[src/rtl/lik_pkg.sv]
// lik_pkg: shared types, constants and helper functions of the leg inverse kinematics block
// used by lik_sqrt_cell, lik_cordic_cell and leg_inverse_kinematics_3dof
// no dependencies
package lik_pkg;

    localparam int CORDIC_STAGES = 16;
    localparam int STAGE_W       = 5;
    localparam int SQ_STEPS      = 30;
    localparam int RAD_W         = 2 * SQ_STEPS;
    localparam int REM_W         = SQ_STEPS + 3;
    localparam int CW            = 34;
    localparam int ANG_W         = 21;
    localparam int NUM_W         = 46;
    localparam int DEN_W         = 42;
    localparam int PIPE_DEPTH    = 13 + 3 * SQ_STEPS + CORDIC_STAGES;
    localparam int CFG_IDX_W     = 3;
    localparam int CFG_DATA_W    = 15;

    localparam logic signed [ANG_W-1:0] PI_Q16      = 21'sd205887;
    localparam logic signed [ANG_W-1:0] HALF_PI_Q16 = 21'sd102944;

    localparam logic [1:0] ST_OK     = 2'd0;
    localparam logic [1:0] ST_Y_ZERO = 2'd1;
    localparam logic [1:0] ST_A_ZERO = 2'd2;
    localparam logic [1:0] ST_SAT    = 2'd3;

    localparam int LN_HIP = 0;
    localparam int LN_AZ  = 1;
    localparam int LN_AC1 = 2;
    localparam int LN_AC2 = 3;

    typedef enum logic [CFG_IDX_W-1:0] {
        REG_HIP_OFFSET = 3'd0,
        REG_UPPER_LINK = 3'd1,
        REG_LOWER_LINK = 3'd2,
        REG_RIGHT_LEG  = 3'd3,
        REG_OFFSET_X   = 3'd4,
        REG_OFFSET_Y   = 3'd5,
        REG_OFFSET_Z   = 3'd6
    } cfg_reg_e;

    typedef struct packed {
        logic signed [15:0] target_x;
        logic signed [15:0] target_y;
        logic signed [15:0] target_z;
    } target_t;

    typedef struct packed {
        logic signed [15:0] hip_command;
        logic signed [15:0] mid_command;
        logic signed [15:0] low_command;
        logic [1:0]         status;
    } joint_t;

    typedef struct packed {
        logic signed [21:0]              hip_x;
        logic signed [21:0]              hip_y;
        logic                            y_zero;
        logic                            x_neg;
        logic signed [21:0]              z16;
        logic                            z_neg;
        logic signed [22:0]              a;
        logic                            a_zero;
        logic [43:0]                     c2;
        logic [1:0][SQ_STEPS-1:0]        mag;
        logic [1:0]                      neg;
        logic [1:0]                      zd;
        logic                            sat;
    } side_t;

    typedef struct packed {
        logic [RAD_W-1:0]    rad;
        logic [REM_W-1:0]    rem;
        logic [SQ_STEPS-1:0] root;
    } sq_lane_t;

    typedef struct packed {
        sq_lane_t [1:0] lane;
        side_t          side;
    } sq_t;

    typedef struct packed {
        logic signed [CW-1:0]    x;
        logic signed [CW-1:0]    y;
        logic signed [ANG_W-1:0] ang;
    } cd_lane_t;

    typedef struct packed {
        cd_lane_t [3:0] lane;
        side_t          side;
    } cd_t;

    // atan(2^-i) in q16 radians
    function automatic logic signed [ANG_W-1:0] atan_q16(input logic [STAGE_W-1:0] i);
        logic signed [ANG_W-1:0] v;
        unique case (i)
            5'd0:    v = ANG_W'(51472);
            5'd1:    v = ANG_W'(30386);
            5'd2:    v = ANG_W'(16055);
            5'd3:    v = ANG_W'(8150);
            5'd4:    v = ANG_W'(4091);
            5'd5:    v = ANG_W'(2047);
            5'd6:    v = ANG_W'(1024);
            5'd7:    v = ANG_W'(512);
            5'd8:    v = ANG_W'(256);
            5'd9:    v = ANG_W'(128);
            5'd10:   v = ANG_W'(64);
            5'd11:   v = ANG_W'(32);
            5'd12:   v = ANG_W'(16);
            5'd13:   v = ANG_W'(8);
            5'd14:   v = ANG_W'(4);
            5'd15:   v = ANG_W'(2);
            5'd16:   v = ANG_W'(1);
            default: v = '0;
        endcase
        return v;
    endfunction

    // q16 angle to q4.12, round half up
    function automatic logic [15:0] to_q12(input logic signed [ANG_W-1:0] v);
        logic signed [ANG_W-1:0] t;
        t = (v + ANG_W'(8)) >>> 4;
        return t[15:0];
    endfunction

endpackage

[src/rtl/lik_sqrt_cell.sv]
// lik_sqrt_cell: one digit step of a two-lane integer square root chain
// carries the side data of its item along; depends on lik_pkg
module lik_sqrt_cell (
    input  logic         clk,
    input  logic         en,
    input  lik_pkg::sq_t d,
    output lik_pkg::sq_t q
);

    lik_pkg::sq_t               q_reg;
    lik_pkg::sq_t               q_next;
    logic [lik_pkg::REM_W-1:0]  cur   [2];
    logic [lik_pkg::REM_W-1:0]  trial [2];

    always_comb
    begin
        q_next = d;
        for (int k = 0; k < 2; k++)
        begin
            cur[k]   = {d.lane[k].rem[lik_pkg::REM_W-3:0], d.lane[k].rad[lik_pkg::RAD_W-1 -: 2]};
            trial[k] = {1'b0, d.lane[k].root, 2'b01};
            q_next.lane[k].rad = {d.lane[k].rad[lik_pkg::RAD_W-3:0], 2'b00};
            if (cur[k] >= trial[k])
            begin
                q_next.lane[k].rem  = cur[k] - trial[k];
                q_next.lane[k].root = {d.lane[k].root[lik_pkg::SQ_STEPS-2:0], 1'b1};
            end
            else
            begin
                q_next.lane[k].rem  = cur[k];
                q_next.lane[k].root = {d.lane[k].root[lik_pkg::SQ_STEPS-2:0], 1'b0};
            end
        end
    end

    always_ff @(posedge clk)
    begin
        if (en)
        begin
            q_reg <= q_next;
        end
    end

    assign q = q_reg;

endmodule

[config.mk]
export PLATFORM = sky130hd
export DESIGN_NAME = lik_sqrt_cell
export DESIGN_NICKNAME = d
export VERILOG_FILES = /design/src/rtl/lik_pkg.sv /design/src/rtl/lik_sqrt_cell.sv
export SDC_FILE = /design/constraint.sdc
export NUM_CORES = 1
export LEC_CHECK = 0
export BUFFER_PORTS_ARGS = -buffer_cell sky130_fd_sc_hd__clkbuf_2
export CORE_AREA = 2 2 351 353
export CTS_CLUSTER_DIAMETER = 40
export DETAILED_ROUTE_END_ITERATION = 6
export DIE_AREA = 0 0 353 355
export SLEW_MARGIN = 20
export SYNTH_ARGS = -nofsm -noshare
export SYNTH_HDL_FRONTEND = slang
export SYNTH_SLANG_ARGS = --single-unit
[constraint.sdc]
create_clock -name clk -period 6.7 [get_ports clk]
set_input_delay 1.34 -clock clk [delete_from_list [all_inputs] [get_ports clk]]
set_output_delay 1.34 -clock clk [all_outputs]
set_load 0.02 [all_outputs]
### Word level (Yosys, flattened, before mapping)

Index checks and enable logic that the tools add are counted.

* multiplexer cells: 2
* $add $sub $neg: 2
* magnitude comparators: 2

Operators by type and width (number)
* $mux W63: 2
* $ge A33 B32 Y1: 2
* $sub A33 B32 Y33: 2

* output and inout port bits: 448
* input bits: 450
* register bits after elaboration: 444
* word-level logic and storage cells: 26

### Longest topological paths before layout

* depth after elaboration: 2
* mapped depth: 14
* depth with buffers taken out: 11

### Least setup slack after synthesis

No wires, ideal clock.

* path type: input port to flip-flop
* start: input port d[325] (netlist name)
* end: register q_reg, in the netlist q[387], data pin
* stages: 11
* library setup time: 0.262 ns
* arrival time: 3.808 ns
* data required time: 6.438 ns
* slack: 2.630 ns
* path buffers: 0
* cells stage by stage: inv_1 -> ha_1 -> nor2b_1 -> o311a_1 -> o2111ai_2 -> o21ai_2 -> a2111oi_4 -> o31ai_2 -> a211o_1 -> a21boi_2 -> mux2_1

RTL lines
* start: declaration: RTL line lik_sqrt_cell.sv:6 `input lik_pkg::sq_t d,`
* end signal: assignment: RTL line lik_sqrt_cell.sv:40 `q_reg <= q_next;`
* end: declaration: RTL line lik_sqrt_cell.sv:10 `lik_pkg::sq_t q_reg;`

==> flow_summary.ini <==
[status]
outcome = complete, no violations

[setup_path]
setup.worst_path.start_class = input pin
arrival_ns = 4.99
worst_ep_required_time_ns = 7.10
endpoint_kind = register
endpoint = q[369]$_DFFE_PP_
crit_path_max_fanout = 33
worstSetupPathType = in2reg
worstSetupStartpoint = d[326]

[floorplan]
pin_count = 898
fp-row-count = 128
die_area_um2 = 125000
die_w_um = 353
core-area_um2 = 121000
start_util = 0.145
fp.dieH_um = 355

[pwr]
power_leakage_nw = 11.7
p_per_area_nw_per_um2 = 349
ir_drop_v = 0.000288

[place]
dp_hpwl_um = 74400
io_buffers = 889
placed_cell_area_um2 = 24100
preCtsSetupSlack_ns = 1.44
gp_congestion = 0.912

[logic_synthesis]
synth_area_um2 = 17600
synthCells = 1131
ys_types = 56
ys_seq_elements = 444
async_flop_share = 0
ys_warn_count = 0
avgSynthCellArea_um2 = 15.6
yosysSeqAreaShare = 0.756
ys.flop_type = edfxtp_1
synth_edf_count = 444

[timing]
fin_ws_ns = 2.11
slew_violations = 0
setup_viol = 0
timing.hold.ws_ns = 0.818
period_needed_ns = 4.59
rsz0062_at_grt = false
slew_headroom = 0.336
fmax_mhz = 218
finalHoldViolCount = 0
setup_tns_ns = 0
worst_pin_slew_ns = 0.991
min_period_over_period = 0.685

[cts]
clkTransAtPathRegs_ns = 0.05
cts_hold_buffers = 0
htree_levels = 3
clock_path_buffers = 3
clock_sinks = 444
clockRootBuffer = clkbuf_16
cts_made_buffers = 87
cts_tree = yes
post-cts-setup-buffer-count = 0
post_cts_resized = 0

[finish]
final_util = 0.225
nNetsFinal = 2603
layout_commonest_cell = clkbuf_2
syn2layout_area_growth_pct = 54.7
largest_register_ffs = 444
fillers = 13000
final_cell_mix = clkbuf_2, edfxtp_1, clkbuf_16
drive_gt1_frac = 0.493
postLayoutCellArea_um2 = 27300

[global_route]
gr-total-overflow = 0
grt_max_degree = 135
grt_first_pass_wirelength_um = 116000
groute.usage.overall = 0.137
grt_antenna_before_repair = 56
first_global_vias = 13700

[routing]
drc = 0
drt_wl_total_um = 89500
viasPerCell = 3.64
postRouteAntennaNets = 0
detail_route.iter0.violations = 1213
num_vias = 13900
routedWlPerCell_um = 23.5
drtPass1Iterations = 5

[min_path]
hp-start = d[32]
hp-class = in2reg

[run]
maxCapViolCount = 0
kinds of logic (layout without fill, tap and decap cells):
logic type | after synthesis | count (layout) | synth area share
buf+inv | 108 | 1137 | 0.0248
xor+xnor | 58 | 58 | 0.0288
fa+ha+maj | 64 | 64 | 0.0454
compound gates | 233 | 233 | 0.0845
mux | 12 | 12 | 0.00759
flops | 444 | 444 | 0.756
other cells | 1 | 17 | 0.000213
simple gates | 211 | 211 | 0.0528
worst max-delay path: stages:
cell,delay [ns]
clkbuf_2,0.09
inv_1,0.05
ha_1,0.34
o21a_1,0.23
a2bb2oi_2,0.17
a211oi_1,0.86
o41ai_1,0.34
a31o_2,0.38
a21oi_4,0.66
inv_1,0.16
mux2_1,0.35
synth_stat cells, types with 3 or more instances:
cell type  number  share of area
o41ai_1         3         0.0015
o21ai_0        53          0.015
nor3_1         11         0.0031
xnor2_1        36          0.018
edfxtp_1      444           0.76
buf_2           5         0.0014
o21a_1         13         0.0055
nand2b_1       10         0.0035
nand2_1        76          0.016
and3_1          3         0.0011
o21ai_1         4         0.0011
nand4_1        12         0.0043
a21o_1         30          0.013
inv_1          77          0.016
nand3_1        14         0.0040
a31oi_1         5         0.0018
nor2_1         69          0.015
a211oi_1        6         0.0026
buf_4           7         0.0030
xor2_1         22          0.011
nor2b_1         7         0.0025
clkbuf_1       19         0.0040
o31ai_1         5         0.0021
ha_1           64          0.045
a21oi_1        79          0.022
mux2_2          9         0.0057
o21bai_1       10         0.0043
through the flow:
stage,total power [mW],instances
after floorplan,4.17,1134
after CTS,9.67,3788
after global routing,9.89,3791
after detailed placement,4.88,3625
after global placement,4.88,3625
final,9.51,3801
worst min-delay path by stage:
stage / depth (start not counted) / endpoint / slack (ns)
2_1_floorplan: 0 / q[0]$_DFFE_PP_ / 1.44
3_3_place_gp: 1 / q[116]$_DFFE_PP_ / 1.52
4_1_cts: 1 / q[405]$_DFFE_PP_ / 0.73
6_report: 1 / q[32]$_DFFE_PP_ / 0.82
5_1_grt: 1 / q[405]$_DFFE_PP_ / 0.76
3_5_place_dp: 1 / q[294]$_DFFE_PP_ / 1.52
layout make-up:
type / instances / area, um^2 / share of cell area
diodes: 13 / 32.5 / 0.00119
inverters: 77 / 289 / 0.0106
clock buffers: 97 / 2240 / 0.0819
well taps: 1625 / 2030 / 0.0745
repair buffers: 897 / 4570 / 0.167
flip-flops and latches: 444 / 13300 / 0.489
clock inverters: 66 / 910 / 0.0333
multi-input cells: 582 / 3890 / 0.142
power breakdown:
group	switching [mW]	internal (mW)
Clock	1.69	3.01
Combinational	0.925	0.438
Sequential	0.0868	3.36
Total	2.70	6.81
layer usage:
| layer | share of wire | vias to the layer above | GRT usage |
|---|---|---|---|
| met4 | 0.027 | 46 | 0.0480 |
| met1 | 0.41 | 6741 | 0.168 |
| met5 | 0.0033 | - | 0 |
| met3 | 0.14 | 162 | 0.0797 |
| li1 | - | 6201 | - |
| met2 | 0.42 | 700 | 0.200 |
Note: power is estimated with default switching activity, not from simulation.
