<file path="config.mk">
export PLATFORM = sky130hd
export DESIGN_NAME = lik_cordic_cell
export DESIGN_NICKNAME = d
export VERILOG_FILES = /design/src/rtl/lik_pkg.sv /design/src/rtl/lik_cordic_cell.sv
export SDC_FILE = /design/constraint.sdc
export NUM_CORES = 2
export LEC_CHECK = 0
export ABC_AREA = 1
export BUFFER_PORTS_ARGS = -buffer_cell sky130_fd_sc_hd__buf_2
export CORE_AREA = 2 2 438 440
export DETAILED_ROUTE_END_ITERATION = 6
export DIE_AREA = 0 0 440 442
export PLACE_DENSITY = 0.76
export SYNTH_ARGS = -nofsm -noshare
export SYNTH_HDL_FRONTEND = slang
export SYNTH_SLANG_ARGS = --single-unit
export TNS_END_PERCENT = 100
</file>
<file path="constraint.sdc">
create_clock -name clk -period 4.1 [get_ports clk]
set_input_delay 0 -clock clk [delete_from_list [all_inputs] [get_ports clk]]
set_output_delay 0 -clock clk [all_outputs]
set_load 0.1 [all_outputs]
</file>
<file path="src/rtl/lik_pkg.sv">
// lik_pkg: shared types, constants and helper functions of the leg inverse kinematics block
// used by lik_sqrt_cell, lik_cordic_cell and leg_inverse_kinematics_3dof
// no dependencies
package lik_pkg;

    localparam int CORDIC_STAGES = 16;
    localparam int STAGE_W       = 5;
    localparam int SQ_STEPS      = 30;
    localparam int RAD_W         = 2 * SQ_STEPS;
    localparam int REM_W         = SQ_STEPS + 3;
    localparam int CW            = 34;
    localparam int ANG_W         = 21;
    localparam int NUM_W         = 46;
    localparam int DEN_W         = 42;
    localparam int PIPE_DEPTH    = 13 + 3 * SQ_STEPS + CORDIC_STAGES;
    localparam int CFG_IDX_W     = 3;
    localparam int CFG_DATA_W    = 15;

    localparam logic signed [ANG_W-1:0] PI_Q16      = 21'sd205887;
    localparam logic signed [ANG_W-1:0] HALF_PI_Q16 = 21'sd102944;

    localparam logic [1:0] ST_OK     = 2'd0;
    localparam logic [1:0] ST_Y_ZERO = 2'd1;
    localparam logic [1:0] ST_A_ZERO = 2'd2;
    localparam logic [1:0] ST_SAT    = 2'd3;

    localparam int LN_HIP = 0;
    localparam int LN_AZ  = 1;
    localparam int LN_AC1 = 2;
    localparam int LN_AC2 = 3;

    typedef enum logic [CFG_IDX_W-1:0] {
        REG_HIP_OFFSET = 3'd0,
        REG_UPPER_LINK = 3'd1,
        REG_LOWER_LINK = 3'd2,
        REG_RIGHT_LEG  = 3'd3,
        REG_OFFSET_X   = 3'd4,
        REG_OFFSET_Y   = 3'd5,
        REG_OFFSET_Z   = 3'd6
    } cfg_reg_e;

    typedef struct packed {
        logic signed [15:0] target_x;
        logic signed [15:0] target_y;
        logic signed [15:0] target_z;
    } target_t;

    typedef struct packed {
        logic signed [15:0] hip_command;
        logic signed [15:0] mid_command;
        logic signed [15:0] low_command;
        logic [1:0]         status;
    } joint_t;

    typedef struct packed {
        logic signed [21:0]              hip_x;
        logic signed [21:0]              hip_y;
        logic                            y_zero;
        logic                            x_neg;
        logic signed [21:0]              z16;
        logic                            z_neg;
        logic signed [22:0]              a;
        logic                            a_zero;
        logic [43:0]                     c2;
        logic [1:0][SQ_STEPS-1:0]        mag;
        logic [1:0]                      neg;
        logic [1:0]                      zd;
        logic                            sat;
    } side_t;

    typedef struct packed {
        logic [RAD_W-1:0]    rad;
        logic [REM_W-1:0]    rem;
        logic [SQ_STEPS-1:0] root;
    } sq_lane_t;

    typedef struct packed {
        sq_lane_t [1:0] lane;
        side_t          side;
    } sq_t;

    typedef struct packed {
        logic signed [CW-1:0]    x;
        logic signed [CW-1:0]    y;
        logic signed [ANG_W-1:0] ang;
    } cd_lane_t;

    typedef struct packed {
        cd_lane_t [3:0] lane;
        side_t          side;
    } cd_t;

    // atan(2^-i) in q16 radians
    function automatic logic signed [ANG_W-1:0] atan_q16(input logic [STAGE_W-1:0] i);
        logic signed [ANG_W-1:0] v;
        unique case (i)
            5'd0:    v = ANG_W'(51472);
            5'd1:    v = ANG_W'(30386);
            5'd2:    v = ANG_W'(16055);
            5'd3:    v = ANG_W'(8150);
            5'd4:    v = ANG_W'(4091);
            5'd5:    v = ANG_W'(2047);
            5'd6:    v = ANG_W'(1024);
            5'd7:    v = ANG_W'(512);
            5'd8:    v = ANG_W'(256);
            5'd9:    v = ANG_W'(128);
            5'd10:   v = ANG_W'(64);
            5'd11:   v = ANG_W'(32);
            5'd12:   v = ANG_W'(16);
            5'd13:   v = ANG_W'(8);
            5'd14:   v = ANG_W'(4);
            5'd15:   v = ANG_W'(2);
            5'd16:   v = ANG_W'(1);
            default: v = '0;
        endcase
        return v;
    endfunction

    // q16 angle to q4.12, round half up
    function automatic logic [15:0] to_q12(input logic signed [ANG_W-1:0] v);
        logic signed [ANG_W-1:0] t;
        t = (v + ANG_W'(8)) >>> 4;
        return t[15:0];
    endfunction

endpackage

</file>
<file path="src/rtl/lik_cordic_cell.sv">
// lik_cordic_cell: one vectoring step of four parallel cordic lanes
// carries the side data of its item along; depends on lik_pkg
module lik_cordic_cell (
    input  logic                          clk,
    input  logic                          en,
    input  logic [lik_pkg::STAGE_W-1:0]   stage,
    input  lik_pkg::cd_t                  d,
    output lik_pkg::cd_t                  q
);

    lik_pkg::cd_t                    q_reg;
    lik_pkg::cd_t                    q_next;
    logic signed [lik_pkg::CW-1:0]   dx [4];
    logic signed [lik_pkg::CW-1:0]   dy [4];
    logic signed [lik_pkg::ANG_W-1:0] step_ang;

    always_comb
    begin
        q_next   = d;
        step_ang = lik_pkg::atan_q16(stage);
        for (int k = 0; k < 4; k++)
        begin
            dx[k] = d.lane[k].y >>> stage;
            dy[k] = d.lane[k].x >>> stage;
            if (!d.lane[k].y[lik_pkg::CW-1] && (d.lane[k].y != '0))
            begin
                q_next.lane[k].x   = d.lane[k].x + dx[k];
                q_next.lane[k].y   = d.lane[k].y - dy[k];
                q_next.lane[k].ang = d.lane[k].ang + step_ang;
            end
            else if (d.lane[k].y[lik_pkg::CW-1])
            begin
                q_next.lane[k].x   = d.lane[k].x - dx[k];
                q_next.lane[k].y   = d.lane[k].y + dy[k];
                q_next.lane[k].ang = d.lane[k].ang - step_ang;
            end
        end
    end

    always_ff @(posedge clk)
    begin
        if (en)
        begin
            q_reg <= q_next;
        end
    end

    assign q = q_reg;

endmodule

</file>
======== Word level (Yosys, flattened, before mapping) ========
Memories as Yosys holds them, arrays and structs flattened.
Index checks and enable logic that the tools add are counted.
operators by class
  add/subtract/negate cells ............... 24
  shift operators ......................... 8
  muxes and demuxes ....................... 8
  reductions and logical operators ........ 12
operator list
  operator             count
  $mux W89             8
  $add A34 B34 Y34     8
  $sshr A34 B5 Y34     8
  $sub A34 B34 Y34     8
  $reduce_bool A34 Y1  4
  $add A21 B21 Y21     4
  $sub A21 B21 Y21     4
  $logic_and A1 B1 Y1  4
  $logic_not A1 Y1     4
storage, ports and cells
  bits in registers ....................... 558
  bits in read-only memories .............. 512
  output and inout port bits .............. 558
  memories kept ........................... 1
memory list
  name              depth  bits a word  read ports  clocked after Yosys merged registers in  write ports  line           text
  (name not given)  32     16           1           0                                        0            lik_pkg.sv:96  unique case (i)

======== Depth between registers and ports, before layout ========
  depth after elaboration ................. 4
  mapped depth ............................ 31
  depth with buffers taken out ............ 27

======== Worst setup path after synthesis ========
No wires, ideal clock.
  path kind ............................... in2reg
  start point ............................. input stage[0] (netlist name)
  end point ............................... register q_reg, in the netlist q[485] (data pin)
  library setup time ...................... 0.254 ns
  data arrival time ....................... 3.591 ns
  required time ........................... 3.846 ns
  slack ................................... 0.255 ns
  cell stages on the path ................. 22
  cell sequence ........................... buf_6 -> inv_4 -> buf_6 -> buf_2 -> buf_2 -> ha_1 -> nor2_1 -> nor2_1 -> nor3_1 -> inv_1 -> fa_1 -> inv_1 -> nand2_1 -> o21ai_0 -> nand2_1 -> nand2_1 -> nand2_1 -> nand2_1 -> nand2_1 -> nand2_1 -> xor2_1 -> inv_1
RTL lines
  element               line                   text
  start, declared       lik_cordic_cell.sv:6   input logic [lik_pkg::STAGE_W-1:0] stage,
  end signal, assigned  lik_cordic_cell.sv:44  q_reg <= q_next;
  end, declared         lik_cordic_cell.sv:11  lik_pkg::cd_t q_reg;

==> results.txt <==
----------------------------------------------------
[Status]
  Run status ... finished clean

[Logic synthesis]
  Mapped Cells ... ~14,000
  Yosys synthesis warning count ... 0
  Number of synthesized register bits ... approximately 560
  Post-synthesis cell area ... ~0.082 mm2
  Syn_nets ... 15,500
  Portion of the post-synthesis area used by sequential elements ... 0.204
  Fraction of synthesis flops using an asynchronous set or reset pin ... 0
  Yosys cell types ... roughly 50
  Synth Flop Type ... sky130_fd_sc_hd__edfxtp_1
  Post-synth EDFFs ... roughly 560
  Post-synthesis area per instance ... roughly 5.8 um2

[Layout]
  Leading cell type in the layout, fill and taps excluded ... sky130_fd_sc_hd__nand2_1
  Net count, final ... 17,200
  Cell area after layout ... approximately 0.10 mm2
  Largest register FFs ... approximately 560
  Growth of design area from synthesis to finish ... 22.7%
  Final cell count without fillers ... around 19,000
  Leading cell types in the layout, fill and taps excluded ... sky130_fd_sc_hd__nand2_1, sky130_fd_sc_hd__inv_1, sky130_fd_sc_hd__nand3_1
  Fill count ... 20,000
  Share of post-route cells with drive strength above 1 ... 0.112

[Floorplan]
  Effective utilization at floorplan ... 0.433
  Number of primary I/O pins ... between 1,000 and 1,500
  Area of the core region ... between 0.15 and 0.2 mm2
  Die boundary width ... 440 um
  Total die area ... slightly below 0.2 mm2
  Standard-cell rows ... 160
  Die span in y ... between 400 and 500 um

[Min path]
  Cells on Worst Hold Path ... 2
  Min-delay worst type ... in -> reg

[CTS]
  Clock root buffer master ... sky130_fd_sc_hd__clkbuf_16
  TritonCTS clock tree ... built
  Number of buffers created by CTS ... 67
  Clock net sink count ... approximately 560
  H-tree depth reported by CTS ... 3
  CTS max path bufs ... 3
  Clock slew at the register clock pins of the worst setup and hold paths ... about 0.06 ns

[Detailed routing]
  Count of vias placed by the detailed router ... 106,000
  DRT Wirelength ... ~470 mm
  Count of antenna-violating nets left after detailed routing ... 0
  DRC Markers ... 0
  Average via count per standard cell ... approximately 5.7
  1st-iter DRT viols ... about 12,000
  DR WL/cell ... roughly 25 um
  Drt pass-1 iters ... 7

[Placed design]
  Area post-placement ... about 0.093 mm2
  Detailed placement HPWL ... roughly 380 mm
  Number of placed instances, taps included ... about 18,000
  Buffers added on ports ... 1,122
  Weighted congestion reported at the end of routability-driven placement ... 1.11

[Run]
  Number of max-cap violations ... 0

[Worst setup path]
  CP startpoint kind ... input pin
  Worst endpoint required time ... about 4.6 ns
  Setup crit end kind ... register
  Classification of the worst setup path ... in -> reg
  Arrival time worst endpoint ... 4.56 ns
  Crit-path max FO ... 32

[Power]
  Pwr Density ... between 300 and 400 mW/mm2
  Leakage Power ... ~53 nW
  Maximum VDD drop ... between 0.5 and 0.6 mV
  Overall power after layout ... 0.0373 W

[Timing]
  # setup viols final ... 0
  Slew Limit Headroom ... 0.328
  Smallest hold slack ... between 0.02 and 0.025 ns
  Clock period minus worst slack ... roughly 4 ns
  Achievable Freq ... 0.245 GHz
  Final slew viol count ... 0
  Final total negative setup slack ... 0 ns
  Post-route fraction of the period consumed by the critical path ... 0.995
  Slew at the pin closest to its max-slew limit ... about 1 ns
  Final hold violation count ... 0

[Global routing]
  Largest net degree at the start of global routing ... 99
  Antenna violations before repair ... slightly below 90
  Wire length of the first global-routing pass ... ~660 mm
  Via count of the first global-routing pass ... about 98,000
  Final global-route overflow total ... 0
  Global-route usage over all layers ... 0.463

----------------------------------------------------
-- logic make-up after synthesis --
logic type                 share of synthesized area
adders and majority gates                      0.112
muxes                                        0.00488
DFF                                            0.204
and+or+nand+nor                                0.396
xor gates and xnor gates                      0.0121
buffers and inverters                          0.122
AOI/OAI and AO/OA                              0.150
-- where the power goes --
group	internal [W]	switching [W]
clock network	0.00338	0.00301
registers	0.00732	0.000448
logic	0.00563	0.0175
-- routing by layer --
layer  GRT usage  routed length [um]  up-vias
met2       0.718              203000     6576
met5           0                 293        -
met3       0.123               48900     1884
li1            -                   -    49300
met4       0.416               52500       42
met1       0.520              167000    48100
-- cell usage after synthesis, drive strengths merged, types with 40 or more instances --
| cell | number | share of area |
|---|---|---|
| a21oi | 888 | 0.054 |
| buf | 260 | 0.017 |
| clkbuf | 268 | 0.012 |
| edfxtp | 558 | 0.20 |
| ha | 693 | 0.11 |
| inv | 2024 | 0.093 |
| mux2i | 40 | 0.0049 |
| nand2 | 4793 | 0.22 |
| nand3 | 1413 | 0.086 |
| nand4 | 126 | 0.0096 |
| nor2 | 1299 | 0.060 |
| nor3 | 105 | 0.0064 |
| o211ai | 53 | 0.0048 |
| o21a | 40 | 0.0037 |
| o21ai | 1071 | 0.065 |
| o21bai | 107 | 0.0098 |
| or2 | 96 | 0.0073 |
| xor2 | 80 | 0.0085 |
-- final timing paths --
| path | from | endpoint | slack (ns) |
|---|---|---|---|
| max | stage[1] | q[308]$_DFFE_PP_ | 0.02 |
| min | d[97] | q[97]$_DFFE_PP_ | 0.02 |
-- per-stage QoR --
step,utilization,worst slack (ns)
floorplan,-,0.255
global placement,0.488,0.0966
detailed placement,0.488,0.0662
CTS,0.529,0.170
global route,0.531,-0.0815
finish,0.531,0.0213
-- cell type report --
cell class	count	area [um2]	area share
Clock inverter	42	458	0.00455
Sequential cell	558	16800	0.166
Inverter	2024	7630	0.0758
Timing Repair Buffer	2159	15400	0.153
Multi-Input combinational cell	11100	55400	0.551
Clock buffer	76	1710	0.0170
Antenna cell	58	145	0.00144
Tap cell	2511	3140	0.0312
-- critical path, cell delays in order --
cell	delay, ns
sky130_fd_sc_hd__clkbuf_8	0.28
sky130_fd_sc_hd__inv_6	0.11
sky130_fd_sc_hd__buf_12	0.19
sky130_fd_sc_hd__ha_1	0.22
sky130_fd_sc_hd__nand2_1	0.07
sky130_fd_sc_hd__nand2_1	0.09
sky130_fd_sc_hd__a21oi_1	0.14
sky130_fd_sc_hd__buf_4	0.26
sky130_fd_sc_hd__inv_1	0.28
sky130_fd_sc_hd__ha_1	0.48
sky130_fd_sc_hd__a21oi_1	0.27
sky130_fd_sc_hd__o21ai_0	0.19
sky130_fd_sc_hd__a21oi_1	0.30
sky130_fd_sc_hd__nand2_1	0.12
sky130_fd_sc_hd__nand2_1	0.09
sky130_fd_sc_hd__nand2_1	0.07
sky130_fd_sc_hd__nand2_1	0.06
sky130_fd_sc_hd__nand2_1	0.05
sky130_fd_sc_hd__dlygate4sd3_1	0.55
sky130_fd_sc_hd__nand2_1	0.06
sky130_fd_sc_hd__dlygate4sd3_1	0.56
sky130_fd_sc_hd__inv_1	0.05
-- what timing repair did --
| item | in CTS | in global routing |
|---|---|---|
| endpoints found under the setup margin | 0 | 14 |
| resized for setup | 0 | 27 |
| hold buffers | 564 | 3 |
| buffers inserted | 0 | 4 |
| hold endpoints to repair | 517 | 3 |
Power figures use the tool's default switching activity.
